File: config.mk
export PLATFORM = sky130hd
export DESIGN_NAME = peak_frequency_tracker
export DESIGN_NICKNAME = d
export VERILOG_FILES = /design/src/hdl/pft_pkg.sv /design/src/hdl/peak_frequency_tracker.sv /design/src/hdl/pft_alu.sv /design/src/hdl/pft_cfg.sv
export SDC_FILE = /design/constraint.sdc
export NUM_CORES = 1
export LEC_CHECK = 0
export BUFFER_PORTS_ARGS = -buffer_cell sky130_fd_sc_hd__buf_4
export CAP_MARGIN = 20
export CORE_MARGIN = 4
export CORE_UTILIZATION = 63
export CTS_BUF_LIST = sky130_fd_sc_hd__clkbuf_16
export CTS_CLUSTER_DIAMETER = 100
export DETAILED_ROUTE_END_ITERATION = 10
export GPL_TIMING_DRIVEN = 0
export PLACE_DENSITY = 0.82
export SLEW_MARGIN = 20
export SYNTH_ARGS = -nofsm -noshare
export SYNTH_HDL_FRONTEND = slang
export SYNTH_SLANG_ARGS = --single-unit
File: constraint.sdc
create_clock -name clk_i -period 8.2 [get_ports clk_i]
set_input_delay 1.64 -clock clk_i [delete_from_list [all_inputs] [get_ports clk_i]]
set_output_delay 1.64 -clock clk_i [all_outputs]
set_load 0.02 [all_outputs]
File: src/hdl/pft_pkg.sv
// shared types, constants and widths for the peak frequency tracker
`default_nettype none

package pft_pkg;

  // history depth and frequency format
  localparam int WINDOW    = 5;
  localparam int FRAC_BITS = 12;
  localparam int FREQ_W    = 15;
  localparam int RATE_W    = 21;
  localparam int HR_SCALE  = 60;

  // configuration register widths and reset values
  localparam int THR_W  = 15;
  localparam int MISS_W = 8;
  localparam int CNT_W  = 4;
  localparam int CSG_W  = 8;
  localparam logic [THR_W-1:0]  THR_RESET     = THR_W'((2 ** FRAC_BITS) / 5);
  localparam logic [MISS_W-1:0] MISS_RESET    = MISS_W'(3);
  localparam logic [CNT_W-1:0]  RESTART_RESET = CNT_W'(2);

  // register bus
  localparam int APB_AW = 4;
  localparam int APB_DW = 32;
  localparam logic [1:0] REG_THRESHOLD = 2'd0;
  localparam logic [1:0] REG_MISS      = 2'd1;
  localparam logic [1:0] REG_RESTART   = 2'd2;

  // datapath widths
  localparam int IDX_W = $clog2(WINDOW);
  localparam int SUM_W = FREQ_W + $clog2(WINDOW);

  // divide by WINDOW-2 as multiply by reciprocal, exact for x < 2**SUM_W
  localparam int DIVISOR  = WINDOW - 2;
  localparam int DIV_K    = SUM_W + 3;
  localparam int DIV_MW   = DIV_K + 1;
  localparam int DIV_MULT = ((2 ** DIV_K) + DIVISOR - 1) / DIVISOR;
  localparam int PROD_W   = SUM_W + DIV_MW;

  typedef enum logic [1:0] {
    COND_NORMAL = 2'd0,
    COND_GOOD   = 2'd1,
    COND_BAD    = 2'd2
  } cond_e;

  typedef enum logic [3:0] {
    S_IDLE,
    S_SUM,
    S_TEST,
    S_SUM2,
    S_DIV,
    S_LOAD,
    S_SORT,
    S_MEDLO,
    S_MEDHI,
    S_DONE
  } state_e;

  typedef struct packed {
    logic [THR_W-1:0]  thr;
    logic [MISS_W-1:0] miss;
    logic [CNT_W-1:0]  restart;
  } cfg_t;

endpackage

`default_nettype wire

File: src/hdl/peak_frequency_tracker.sv
// peak frequency tracker: history, outlier repair, median and heart rate
//
//   channel  direction  signals
//   input    in         in_valid_i, in_ready_o, peak_frequency_i
//   output   out        out_valid_o, out_ready_i, median_frequency_o, heart_rate_o, condition_o
//   config   in/out     psel, penable, pwrite, paddr, pwdata, prdata, pready
//
// while filling, an item goes straight to the sort; otherwise the window is summed first,
// and a replaced item is summed again and divided; the sort through the single comparator
// sets most of the time taken, plus the window sums through the same adder
// in_ready_o is high only while the sequencer is idle
// a finished result waits in the output register; the next item is taken meanwhile
// reset clears the history, fill count and miss counter at once
`default_nettype none

module peak_frequency_tracker
  import pft_pkg::*;
(
  input  logic              clk_i,
  input  logic              rst_ni,
  input  logic              in_valid_i,
  output logic              in_ready_o,
  input  logic [FREQ_W-1:0] peak_frequency_i,
  output logic              out_valid_o,
  input  logic              out_ready_i,
  output logic [FREQ_W-1:0] median_frequency_o,
  output logic [RATE_W-1:0] heart_rate_o,
  output logic [1:0]        condition_o,
  input  logic              psel,
  input  logic              penable,
  input  logic              pwrite,
  input  logic [APB_AW-1:0] paddr,
  input  logic [APB_DW-1:0] pwdata,
  output logic [APB_DW-1:0] prdata,
  output logic              pready
);

  cfg_t cfg;

  state_e state_q, state_d;

  logic [FREQ_W-1:0] hist_q [WINDOW];
  logic [FREQ_W-1:0] sort_q [WINDOW];
  logic [CNT_W-1:0]  fill_q;
  logic [CSG_W-1:0]  csg_q;
  logic [FREQ_W-1:0] freq_q;
  logic [SUM_W-1:0]  acc_q;
  logic [IDX_W-1:0]  idx_q;
  logic [IDX_W-1:0]  pass_q;
  logic [IDX_W-1:0]  lo_q, hi_q;
  logic              empty_q;
  cond_e             cond_q;

  logic              out_valid_q;
  logic [FREQ_W-1:0] med_q;
  logic [RATE_W-1:0] hr_q;
  cond_e             out_cond_q;

  logic [SUM_W-1:0]  alu_a, alu_b, alu_sum;
  logic              alu_gt;
  logic              in_ready;
  logic              in_xfer;
  logic              filling;
  logic              accept_ok;
  logic              miss_over;
  logic              hist_shift;
  logic [FREQ_W-1:0] hist_in;
  logic [SUM_W-1:0]  scaled;
  logic [SUM_W-1:0]  diff_abs;
  logic [SUM_W-1:0]  thr_scaled;
  logic [PROD_W-1:0] div_prod;
  logic [FREQ_W-1:0] div_q;
  logic [CNT_W-1:0]  n_cnt;
  logic [CNT_W-1:0]  n_off;
  logic [CNT_W-1:0]  lo_cnt, hi_cnt;
  logic              out_free;
  logic [FREQ_W-1:0] med_val;

  pft_cfg u_cfg (
    .clk_i   (clk_i),
    .rst_ni  (rst_ni),
    .psel    (psel),
    .penable (penable),
    .pwrite  (pwrite),
    .paddr   (paddr),
    .pwdata  (pwdata),
    .prdata  (prdata),
    .pready  (pready),
    .cfg_o   (cfg)
  );

  pft_alu u_alu (
    .a_i      (alu_a),
    .b_i      (alu_b),
    .sum_o    (alu_sum),
    .a_gt_b_o (alu_gt)
  );

  assign in_xfer   = in_valid_i & in_ready;
  assign filling   = (fill_q <= CNT_W'(WINDOW));
  assign out_free  = ~out_valid_q | out_ready_i;
  assign miss_over = (csg_q > cfg.miss);

  // acceptance test: |sum - WINDOW*value| < WINDOW*threshold
  assign scaled     = SUM_W'(freq_q) * SUM_W'(WINDOW);
  assign thr_scaled = SUM_W'(cfg.thr) * SUM_W'(WINDOW);
  assign diff_abs   = (acc_q > scaled) ? (acc_q - scaled) : (scaled - acc_q);
  assign accept_ok  = (diff_abs < thr_scaled);

  // replacement mean by reciprocal multiply
  assign div_prod = PROD_W'(acc_q) * PROD_W'(DIV_MULT);
  assign div_q    = div_prod[DIV_K +: FREQ_W];

  // median span and the two middle positions of the sorted line
  assign n_cnt  = (fill_q > CNT_W'(WINDOW)) ? CNT_W'(WINDOW) : fill_q;
  assign n_off  = CNT_W'(WINDOW) - n_cnt;
  assign lo_cnt = n_off + ((n_cnt - CNT_W'(1)) >> 1);
  assign hi_cnt = n_off + (n_cnt >> 1);

  // sequencer: next state and shared unit operands
  always_comb begin
    state_d  = state_q;
    in_ready = 1'b0;
    alu_a    = acc_q;
    alu_b    = SUM_W'(hist_q[idx_q]);
    case (state_q)
      S_IDLE: begin
        in_ready = 1'b1;
        if (in_valid_i) begin
          state_d = filling ? S_LOAD : S_SUM;
        end
      end
      S_SUM: begin
        if (idx_q == IDX_W'(WINDOW - 1)) begin
          state_d = S_TEST;
        end
      end
      S_TEST: begin
        state_d = accept_ok ? S_LOAD : S_SUM2;
      end
      S_SUM2: begin
        if (idx_q == IDX_W'(WINDOW - 2)) begin
          state_d = S_DIV;
        end
      end
      S_DIV: begin
        state_d = S_LOAD;
      end
      S_LOAD: begin
        state_d = S_SORT;
      end
      S_SORT: begin
        alu_a = SUM_W'(sort_q[0]);
        alu_b = SUM_W'(sort_q[1]);
        if (idx_q == IDX_W'(WINDOW - 1) && pass_q == IDX_W'(WINDOW - 2)) begin
          state_d = S_MEDLO;
        end
      end
      S_MEDLO: begin
        state_d = S_MEDHI;
      end
      S_MEDHI: begin
        alu_b   = SUM_W'(sort_q[hi_q]);
        state_d = S_DONE;
      end
      S_DONE: begin
        if (out_free) begin
          state_d = S_IDLE;
        end
      end
      default: begin
        state_d = S_IDLE;
      end
    endcase
  end

  always_ff @(posedge clk_i or negedge rst_ni) begin
    if (!rst_ni) begin
      state_q <= S_IDLE;
    end else begin
      state_q <= state_d;
    end
  end

  assign in_ready_o = in_ready;

  // history shift source
  always_comb begin
    hist_shift = 1'b0;
    hist_in    = div_q;
    case (state_q)
      S_IDLE: begin
        hist_shift = in_xfer & filling;
        hist_in    = peak_frequency_i;
      end
      S_TEST: begin
        hist_shift = accept_ok;
        hist_in    = freq_q;
      end
      S_DIV: begin
        hist_shift = 1'b1;
      end
      default: begin
        hist_shift = 1'b0;
      end
    endcase
  end

  // history, fill count and miss counter
  always_ff @(posedge clk_i or negedge rst_ni) begin
    if (!rst_ni) begin
      for (int i = 0; i < WINDOW; i++) begin
        hist_q[i] <= '0;
      end
      fill_q <= '0;
      csg_q  <= '0;
    end else begin
      if (hist_shift) begin
        for (int i = 0; i < WINDOW - 1; i++) begin
          hist_q[i] <= hist_q[i+1];
        end
        hist_q[WINDOW-1] <= hist_in;
      end
      if (in_xfer) begin
        csg_q <= (csg_q != '1) ? csg_q + CSG_W'(1) : csg_q;
        if (filling) begin
          fill_q <= fill_q + CNT_W'(1);
        end
      end
      if (state_q == S_TEST && accept_ok) begin
        csg_q <= '0;
      end
      if (state_q == S_DIV && miss_over) begin
        fill_q <= cfg.restart;
      end
    end
  end

  // working registers of the sequencer
  always_ff @(posedge clk_i) begin
    case (state_q)
      S_IDLE: begin
        if (in_xfer) begin
          freq_q <= peak_frequency_i;
          cond_q <= COND_NORMAL;
          acc_q  <= '0;
          idx_q  <= '0;
        end
      end
      S_SUM: begin
        acc_q <= alu_sum;
        idx_q <= idx_q + IDX_W'(1);
      end
      S_TEST: begin
        acc_q <= '0;
        idx_q <= IDX_W'(1);
        if (accept_ok) begin
          cond_q <= COND_GOOD;
        end
      end
      S_SUM2: begin
        acc_q <= alu_sum;
        idx_q <= idx_q + IDX_W'(1);
      end
      S_DIV: begin
        cond_q <= miss_over ? COND_BAD : COND_NORMAL;
      end
      S_LOAD: begin
        // entries older than the span read as zero and sort to the front
        for (int i = 0; i < WINDOW; i++) begin
          sort_q[i] <= (CNT_W'(i) >= n_off) ? hist_q[i] : '0;
        end
        lo_q    <= lo_cnt[IDX_W-1:0];
        hi_q    <= hi_cnt[IDX_W-1:0];
        empty_q <= (n_cnt == '0);
        idx_q   <= '0;
        pass_q  <= '0;
      end
      S_SORT: begin
        // bubble pass: carry the larger at the head, drop the smaller at the tail
        for (int i = 1; i < WINDOW - 1; i++) begin
          sort_q[i] <= sort_q[i+1];
        end
        if (idx_q != IDX_W'(WINDOW - 1)) begin
          sort_q[0]        <= alu_gt ? sort_q[0] : sort_q[1];
          sort_q[WINDOW-1] <= alu_gt ? sort_q[1] : sort_q[0];
          idx_q            <= idx_q + IDX_W'(1);
        end else begin
          sort_q[0]        <= sort_q[1];
          sort_q[WINDOW-1] <= sort_q[0];
          idx_q            <= '0;
          pass_q           <= pass_q + IDX_W'(1);
        end
      end
      S_MEDLO: begin
        acc_q <= SUM_W'(sort_q[lo_q]);
      end
      S_MEDHI: begin
        acc_q <= alu_sum;
      end
      default: begin
        acc_q <= acc_q;
      end
    endcase
  end

  // result register
  assign med_val = empty_q ? '0 : acc_q[FREQ_W:1];

  always_ff @(posedge clk_i or negedge rst_ni) begin
    if (!rst_ni) begin
      out_valid_q <= 1'b0;
    end else if (state_q == S_DONE && out_free) begin
      out_valid_q <= 1'b1;
    end else if (out_ready_i) begin
      out_valid_q <= 1'b0;
    end
  end

  always_ff @(posedge clk_i) begin
    if (state_q == S_DONE && out_free) begin
      med_q      <= med_val;
      hr_q       <= RATE_W'(med_val) * RATE_W'(HR_SCALE);
      out_cond_q <= cond_q;
    end
  end

  assign out_valid_o        = out_valid_q;
  assign median_frequency_o = med_q;
  assign heart_rate_o       = hr_q;
  assign condition_o        = out_cond_q;

`ifndef NO_ASSERTIONS
  // an accepted item keeps the sequencer busy for the next cycle
  a_busy_after_xfer: assert property (@(posedge clk_i) disable iff (!rst_ni)
    in_xfer |=> !in_ready_o)
    else $error("input taken again right after a transfer");

  // heart rate always tracks the delivered median
  a_rate_matches: assert property (@(posedge clk_i) disable iff (!rst_ni)
    out_valid_o |-> heart_rate_o == RATE_W'(median_frequency_o) * RATE_W'(HR_SCALE))
    else $error("heart rate out of step with median");

  // a good result always leaves the miss counter cleared
  a_good_clears: assert property (@(posedge clk_i) disable iff (!rst_ni)
    (state_q == S_DONE && cond_q == COND_GOOD) |-> csg_q == '0)
    else $error("good result with miss counter set");

  // the output never goes idle while a result is waiting
  a_result_kept: assert property (@(posedge clk_i) disable iff (!rst_ni)
    (state_q == S_DONE && !out_free) |=> out_valid_o && state_q == S_DONE)
    else $error("pending result lost");
`endif

endmodule

`default_nettype wire

File: src/hdl/pft_alu.sv
// shared adder and magnitude comparator used by the sum, sort and median steps
`default_nettype none

module pft_alu
  import pft_pkg::*;
(
  input  logic [SUM_W-1:0] a_i,
  input  logic [SUM_W-1:0] b_i,
  output logic [SUM_W-1:0] sum_o,
  output logic             a_gt_b_o
);

  // accumulate and compare share the operands
  assign sum_o    = a_i + b_i;
  assign a_gt_b_o = (a_i > b_i);

endmodule

`default_nettype wire

File: src/hdl/pft_cfg.sv
// register bank behind the configuration bus
`default_nettype none

module pft_cfg
  import pft_pkg::*;
(
  input  logic              clk_i,
  input  logic              rst_ni,
  input  logic              psel,
  input  logic              penable,
  input  logic              pwrite,
  input  logic [APB_AW-1:0] paddr,
  input  logic [APB_DW-1:0] pwdata,
  output logic [APB_DW-1:0] prdata,
  output logic              pready,
  output cfg_t              cfg_o
);

  cfg_t       cfg_q;
  logic       wr_en;
  logic [1:0] reg_idx;

  assign pready  = 1'b1;
  assign reg_idx = paddr[3:2];
  assign wr_en   = psel & penable & pwrite & pready;

  // register writes, unknown addresses dropped
  always_ff @(posedge clk_i or negedge rst_ni) begin
    if (!rst_ni) begin
      cfg_q.thr     <= THR_RESET;
      cfg_q.miss    <= MISS_RESET;
      cfg_q.restart <= RESTART_RESET;
    end else if (wr_en) begin
      case (reg_idx)
        REG_THRESHOLD: cfg_q.thr     <= pwdata[THR_W-1:0];
        REG_MISS:      cfg_q.miss    <= pwdata[MISS_W-1:0];
        REG_RESTART:   cfg_q.restart <= pwdata[CNT_W-1:0];
        default:       cfg_q         <= cfg_q;
      endcase
    end
  end

  // read mux
  always_comb begin
    case (reg_idx)
      REG_THRESHOLD: prdata = APB_DW'(cfg_q.thr);
      REG_MISS:      prdata = APB_DW'(cfg_q.miss);
      REG_RESTART:   prdata = APB_DW'(cfg_q.restart);
      default:       prdata = '0;
    endcase
  end

  assign cfg_o = cfg_q;

endmodule

`default_nettype wire
---- After elaboration in Yosys (flattened, before gate mapping) ----
Memories as Yosys holds them, arrays and structs flattened. A register that Yosys moved wholly into a read port is not among the register bits.
Index checks and enable logic that the tools add are counted.
cells by class
  add/sub/neg operators ................... 11
  $mul .................................... 4
  divide/modulo/power cells ............... 0
  magnitude comparators ................... 12
  equal/unequal tests ..................... 24
  shifts and indexed selects .............. 0
  mux-type cells .......................... 65
  bitwise operators ....................... 14
  reduce and logical (&&, ||, !) cells .... 29
operators with widths
  cell                    number
  $mux 15                 17
  $pmux 18 s4             1
  $pmux 15 s2             2
  $mux 18                 3
  $bmux 15 s3             1
  $pmux 15 s3             1
  $pmux 4 s10             1
  $mul 15x3->18 const B   2
  $mul 18x20->36 const B  1
  $mux 4                  9
  $sub 18x18->18          2
  $mux 8                  3
  $mux 3                  7
  $mul 15x4->19 const B   1
  $add 18x15->18          1
  $gt 18x15->1            1
  $gt 18x18->1            1
  $lt 18x18->1            1
  $reduce_and 2->1        9
  $eq 4x3->1 const B      4
  $ne 2x2->1 const B      8
  $pmux 3 s5              1
  $mux 1                  13
  $reduce_bool 2->1       6
  other kinds (40)        63
word-level totals
  flip-flop bits (word level) ............. 203
  latch bits .............................. 0
  RAM bits ................................ 75
  bits in read-only memories .............. 0
  input bits .............................. 58
  output and inout port bits .............. 73
  word-level logic and storage cells ...... 183
  memories kept ........................... 1
memories
  name    words  width  rd ports  clocked after Yosys merged registers in  wr ports  RTL line                      source
  sort_q  5      15     7         2                                        5         peak_frequency_tracker.sv:43  logic [FREQ_W-1:0] sort_q [WINDOW];

---- Logic depth before layout (Yosys ltp) ----
Gate-level depths: netlist (run 1).
  word-level depth ........................ 9
  depth in mapped cells ................... 36
  mapped depth without buffers ............ 31

---- Modules after synthesis ----
A second synthesis (run 1) with hierarchy kept.
unflattened totals
  cell total of the unflattened synthesis .. 2,439
  area total of the unflattened synthesis .. 24,963.9 um2
by module, submodules not included
  module                  times used  cells an instance  area each (um2)  sequential area each (um2)
  peak_frequency_tracker  1           2,120              22,054.9         7,166.9
  pft_alu                 1           209                1,508.9          0.0
  pft_cfg                 1           110                1,400.1          686.9

---- Worst setup path before layout (run 1) ----
Ideal clock, no wire load.
  path kind ............................... register to register
  start point ............................. reg freq_q[1]
  end point ............................... reg hist_q[6] (netlist name)
  setup time .............................. 0.126 ns
  data arrival time ....................... 6.141 ns
  required time ........................... 8.074 ns
  setup slack ............................. 1.933 ns
  cell stages (with the launch flop) ...... 34
  path buffers ............................ 5
  period minus slack after synthesis ...... 6.267 ns
  path through ............................ edfxtp_1 > ha_1 > ha_1 > fa_1 > a21o_1 > a21oi_1 > o21bai_1 > a21oi_1 > o21ai_1 > nand4_1 > a41oi_1 > and2_1 > nor2_1 > ha_1 > buf_2 > a21o_1 > a211oi_1 > nand2_1 > o221ai_2 > buf_6 > buf_2 > a21oi_1 > xnor2_1 > ha_1 > a21o_1 > a21o_1 > a211oi_2 > o31ai_1 > a21o_1 > nor2_2 > buf_4 > nor3_2 > buf_6 > a221o_1
between the ends
  word-level cells in the longest chain between the ends .. 5
  elaborated cells on any way between the ends .. 7
  classes of those cells .................. 2 x add/sub; 1 x mul; 2 x order compare; 2 x mux
ends and longest elaborated chain
  element                                                RTL line                       source
  start: declaration                                     peak_frequency_tracker.sv:46   logic [FREQ_W-1:0] freq_q;
  start signal: assignment                               peak_frequency_tracker.sv:244  freq_q <= peak_frequency_i;
  $mul 15x3->18 *                                        peak_frequency_tracker.sv:105  assign scaled = SUM_W'(freq_q) * SUM_W'(WINDOW);
  $sub 18x18->18 / $gt 18x18->1 (equally long branches)  peak_frequency_tracker.sv:107  assign diff_abs = (acc_q > scaled) ? (acc_q - scaled) : (scaled - acc_q);
  $mux 18 *                                              peak_frequency_tracker.sv:107
  $lt 18x18->1 *                                         peak_frequency_tracker.sv:108  assign accept_ok = (diff_abs < thr_scaled);
  $pmux 1 s3 *                                           peak_frequency_tracker.sv:191  case (state_q)
  end signal: indexed assignment                         peak_frequency_tracker.sv:220  hist_q[i] <= hist_q[i+1];
  end signal: indexed assignment                         peak_frequency_tracker.sv:222  hist_q[WINDOW-1] <= hist_in;
  end: declaration                                       peak_frequency_tracker.sv:42   logic [FREQ_W-1:0] hist_q [WINDOW];
Mark *: on every way between the ends. The rest lies on a longest branch, timed or not.
A chain may end at the register's enable or synchronous reset.

---- Worst setup path in the final report (run 1) ----
  start point ............................. reg freq_q[1]
  end point ............................... reg hist_q[25] (netlist name)
The elaborated chain is that of the path after synthesis.

==> flow_summary.toml, run 1 <==
[outcome]
status = "finished, final reports clean"

[timing]
relSlewSlack_pct = 33.2
period_minus_slack_ps = 7790
final-setup-viol-count = 0
fmax_ghz = 0.128
drv_slew = 0
hold_violations = 0
worst_pin_slew_ps = 995
hold_slack_ps = 421
period_share_pct = 95.0
rsz0062_at_grt = "no"
worst_clock_skew_ps = 52.7
tns_ps = 0

[setup_path]
max_stage_delay_ps = 790
startpoint = "freq_q[1]"
crit_path_end_kind = "register"
crit_required_ps = 8750
start_kind = "register"
path_class = "register to register"
r2r-start = "freq_q[1]"
slowest_stage = "nor3_2"
cp.arrival_ps = 8340
crit_fanout = 10

[floorplan]
core_sq_um = 38600
io_pins = 131
rows = 72
dieArea_sq_um = 42300
chipHeight_microns = 206
start_util_pct = 63.7
die_w_microns = 206

[clock_tree]
clkSinkCount = 283
clock_latency_ps = 620
htree_levels = 1
post-cts-setup-buffers = 0
clk_pin_slew_worst_paths_ps = 60
clockBufferDepth = 3
cts_tree = "yes"
cts_hold_buffers = 0
cts_resized = 0
root_buffer = "clkbuf_16"
cts_buffers = 30

[final_layout]
final_cell_mix = "364 x nand2_1, 298 x ha_1, 256 x inv_1"
layout_commonest_cell = "nand2_1"
fin_nets = 3053
antenna_cells = 0
layout-drive-gt1-share_pct = 12.6
syn_to_final_growth_pct = 10.2

[detailed_routing]
finalWirelength_microns = 65500
first_pass_iters = 6
vias_per_cell = 6.06
post_drt_wl_per_cell_microns = 21.1
ant_nets = 0
num_vias = 18860
drtIter0Drc = 1627
drc = 0

[hold_path]
hold_class = "register to register"
min-delay-start = "cond_q[1]"

[global_route]
antenna_found_initial = 0
grt_max_degree = 62
grt_pass1_vias = 19283
grtUsageTotal_pct = 31.0
grt_pass1_wl_microns = 103000
overflow = 0

[logic_synthesis]
synth-edff-count = 158
synthArstFlopShare_pct = 42.0
synthCells = 2423
ys.flop_type = "edfxtp_1"
synth_warnings = 0
synth.avg_cell_area_sq_um = 10.2
ys_types = 98
syn_area_sq_um = 24600
ys_seq_elements = 283
synth_seq_area_share_pct = 31.9

[job]
cap_violations = 0

[place]
dpl.hpwl_microns = 53800
portBuffers = 91
gp_congestion = 0.945
## Yosys cell counts (11+ instances only)
master | instances | share of area, %
o21ai_0 | 81 | 1.6
fa_1 | 129 | 10
dfrtp_1 | 110 | 11
xor2_1 | 41 | 1.5
nand2b_1 | 14 | 0.36
buf_2 | 24 | 0.49
o22ai_1 | 18 | 0.46
inv_1 | 253 | 3.9
o21bai_1 | 16 | 0.49
edfxtp_1 | 158 | 19
o21ai_1 | 19 | 0.39
and2_1 | 14 | 0.36
nor2b_1 | 13 | 0.33
mux2i_1 | 63 | 2.6
ha_1 | 298 | 15
xnor2_1 | 52 | 1.8
nand3_1 | 40 | 0.81
a31oi_1 | 11 | 0.28
nand4_1 | 19 | 0.48
nand2_1 | 365 | 5.6
mux2_2 | 20 | 0.91
a21oi_1 | 99 | 2.0
o21a_1 | 19 | 0.58
a22o_1 | 51 | 1.8
buf_4 | 26 | 0.79
nor2_1 | 115 | 1.8
mux4_2 | 45 | 4.1
a21o_1 | 39 | 1.2
nor3_1 | 29 | 0.59
clkbuf_1 | 42 | 0.64
## through the flow
| step | cell area, sq um | cells | setup slack, ps | utilization (%) |
|---|---|---|---|---|
| after global routing | 27100 | 3110 | 39.1 | 70.2 |
| after global placement | 26000 | 3050 | 694 | 67.4 |
| after detailed placement | 26100 | 3054 | 550 | 67.6 |
| final | 27100 | 3110 | 410 | 70.2 |
| after CTS | 27100 | 3110 | 516 | 70.2 |
| after floorplan | 24700 | 2441 | 1930 | - |
## flip-flops by register name, indices dropped and copies added (netlist names), named ones only
signal	cells
hist_q	75
sort_q	75
u_cfg.cfg_o	27
acc_q	18
heart_rate_o	18
freq_q	15
median_frequency_o	15
csg_q	8
fill_q	4
state_q	4
hi_q	3
idx_q	3
lo_q	3
pass_q	3
cond_q	2
condition_o	2
empty_q	1
out_valid_o	1
## worst max-delay path, delay by kind of cell, from the launching register on
family          cells  cell delay [ps]
fa+ha+maj           5             1520
xor+xnor            1              180
flops               1              490
mux                 1              360
simple gates        8             1660
compound gates     14             2490
buf+inv             4             1080
## final cells by class
class | count | area, sq um
multi-input combinational | 1792 | 15300
fill | 2835 | 11500
sequential | 283 | 7850
inverter | 255 | 957
clock buffer | 31 | 776
timing repair buffer | 95 | 762
tap | 518 | 648
buffer | 111 | 642
clock inverter | 25 | 233
## cell families (layout without fill, tap and decap cells)
kind of cell    count (synthesis)  after routing  synth area share (%)
mux                           129            129                  7.63
xor+xnor                       93             93                  3.31
other cells                     2             20                0.0305
flops                         283            283                  31.9
simple gates                  667            667                  12.0
fa+ha+maj                     427            427                  25.6
buf+inv                       366            517                  6.49
compound gates                456            456                  13.0
## path summary, 6_finish.rpt
kind,end,depth (start not counted),slack (ps)
max,hist_q[25],33,410
max in group asynchronous,u_cfg.cfg_o[20],2,6430
min,condition_o[1],0,420
min in group asynchronous,hist_q[61],1,990
min reg2reg,condition_o[1],0,420
max reg2reg,hist_q[25],33,410
## per-layer routing
layer  up-vias  routed length (microns)  GRT usage [%]
met1      9167                    24700           38.0
met3       181                     4320           4.48
met2       763                    33100           54.8
met5         -                        0              0
li1       8749                        -              -
met4         0                     3410           13.3
Power of run 1 is not shown: default switching activity piles up to over one toggle a cycle in this logic, so the estimate is an artifact.
==> inputs of run 2 (changes only) <==
BUFFER_PORTS_ARGS = not set   (was -buffer_cell sky130_fd_sc_hd__buf_4)
CORE_UTILIZATION = 66   (was 63)
DONT_BUFFER_PORTS = 1   (was not set)
==> flow_summary.toml, run 2 (synthesized netlist as in run 1, its figures left out) <==
[timing]
drv_slew = 0
worst_clock_skew_ps = 16.9
hold_slack_ps = 424
relSlewSlack_pct = 29.2
rsz0062_at_grt = "no"
fmax_ghz = 0.130
hold_violations = 0
worst_pin_slew_ps = 1050
period_share_pct = 94.0
tns_ps = 0
final-setup-viol-count = 0
worst_slack_ps = 494
period_minus_slack_ps = 7710

[clock_tree]
clk_pin_slew_worst_paths_ps = 60
cts_buffers = 31
clockBufferDepth = 3
clock_latency_ps = 600
post-cts-setup-buffers = 0
htree_levels = 1
cts_hold_buffers = 0
root_buffer = "clkbuf_16"
cts_tree = "yes"
clkSinkCount = 283
cts_resized = 0

[detailed_routing]
drc = 0
post_drt_wl_per_cell_microns = 21.9
num_vias = 18582
ant_nets = 0
vias_per_cell = 6.25
first_pass_iters = 7
finalWirelength_microns = 65000
drtIter0Drc = 1690

[floorplan]
start_util_pct = 67.1
rows = 70
die_w_microns = 201
chipHeight_microns = 201
core_sq_um = 36700
io_pins = 131
dieArea_sq_um = 40500

[setup_path]
crit_path_end_kind = "register"
crit_buf_inv = 4
path_class = "register to register"
start_kind = "register"
crit_fanout = 10
crit_required_ps = 8750
cp.arrival_ps = 8250
slowest_stage = "nor3_2"
max_stage_delay_ps = 710
crit_family = "compound AO/OA/AOI/OAI gates"

[final_layout]
final_cell_mix = "364 x nand2_1, 298 x ha_1, 255 x inv_1"
syn_to_final_growth_pct = 7.36
stdcell_count = 2971
fin_nets = 2961
layout_commonest_cell = "nand2_1"
layout-drive-gt1-share_pct = 9.60

[place]
portBuffers = 0
post-place-ws_ps = 595
dpl.hpwl_microns = 52600
dp_cells = 2911
gp_congestion = 0.952

[global_route]
grt_pass1_wl_microns = 104000
antenna_found_initial = 2
grt_max_degree = 120
grtUsageTotal_pct = 31.9
grt_pass1_vias = 19281
overflow = 0

[job]
cap_violations = 0

[hold_path]
hold_class = "register to register"

[outcome]
status = "finished, final reports clean"
run 2: cell types whose count changed in the layout (fill, tap and decap cells not counted), sizes merged:
cell    before  now
clkbuf      73   76
buf        163   70
diode        0    2
bufinv       3    4
inv        259  261
clkinv      15   11
run 2: worst paths after layout:
path                           start         endpoint  slack (ps)  depth (start not counted)
hold reg to reg            cond_q[0]   condition_o[0]         420                          0
min in group asynchronous     rst_ni  u_cfg.cfg_o[18]         730                          0
max in group asynchronous     rst_ni       hist_q[72]        7190                          0
setup reg to reg           freq_q[1]       hist_q[33]         490                         33
hold / removal             cond_q[0]   condition_o[0]         420                          0
setup / recovery           freq_q[1]       hist_q[33]         490                         33
run 2: worst reg2reg max path: cells and delay by family, from the launching register on:
family                     cells  cell delay (ps)
AOI/OAI and AO/OA             14             2430
xor gates and xnor gates       1              180
adders and majority gates      5             1550
buffers and inverters          4             1080
DFF                            1              490
muxes                          1              370
and+or+nand+nor                8             1550
run 2: layout make-up:
cell class / instances / area (sq um)
Multi-Input combinational cell: 1792 / 15300
Fill cell: 2635 / 10300
Tap cell: 468 / 586
Antenna cell: 2 / 5.00
Timing Repair Buffer: 2 / 35.0
Inverter: 255 / 957
Sequential cell: 283 / 7850
Clock inverter: 24 / 250
Clock buffer: 34 / 851
Buffer: 111 / 642
run 2: metal layers:
metal | wire (microns) | up-vias | GRT usage (%) | part of all wire (%)
met1 | 25400 | 9097 | 39.8 | 39
met5 | 0 | - | 0 | 0
met3 | 4030 | 176 | 4.22 | 6.2
li1 | - | 8573 | - | -
met4 | 3240 | 0 | 13.2 | 5.0
met2 | 32300 | 736 | 56.5 | 50
run 2: stage by stage:
step | utilization (%) | area [sq um]
after global placement | 68.9 | 25300
after CTS | 72.0 | 26400
after global routing | 72.1 | 26400
after detailed placement | 69.0 | 25300
final | 72.1 | 26400
after floorplan | - | 24700
Power of run 2 is left out for the same reason.
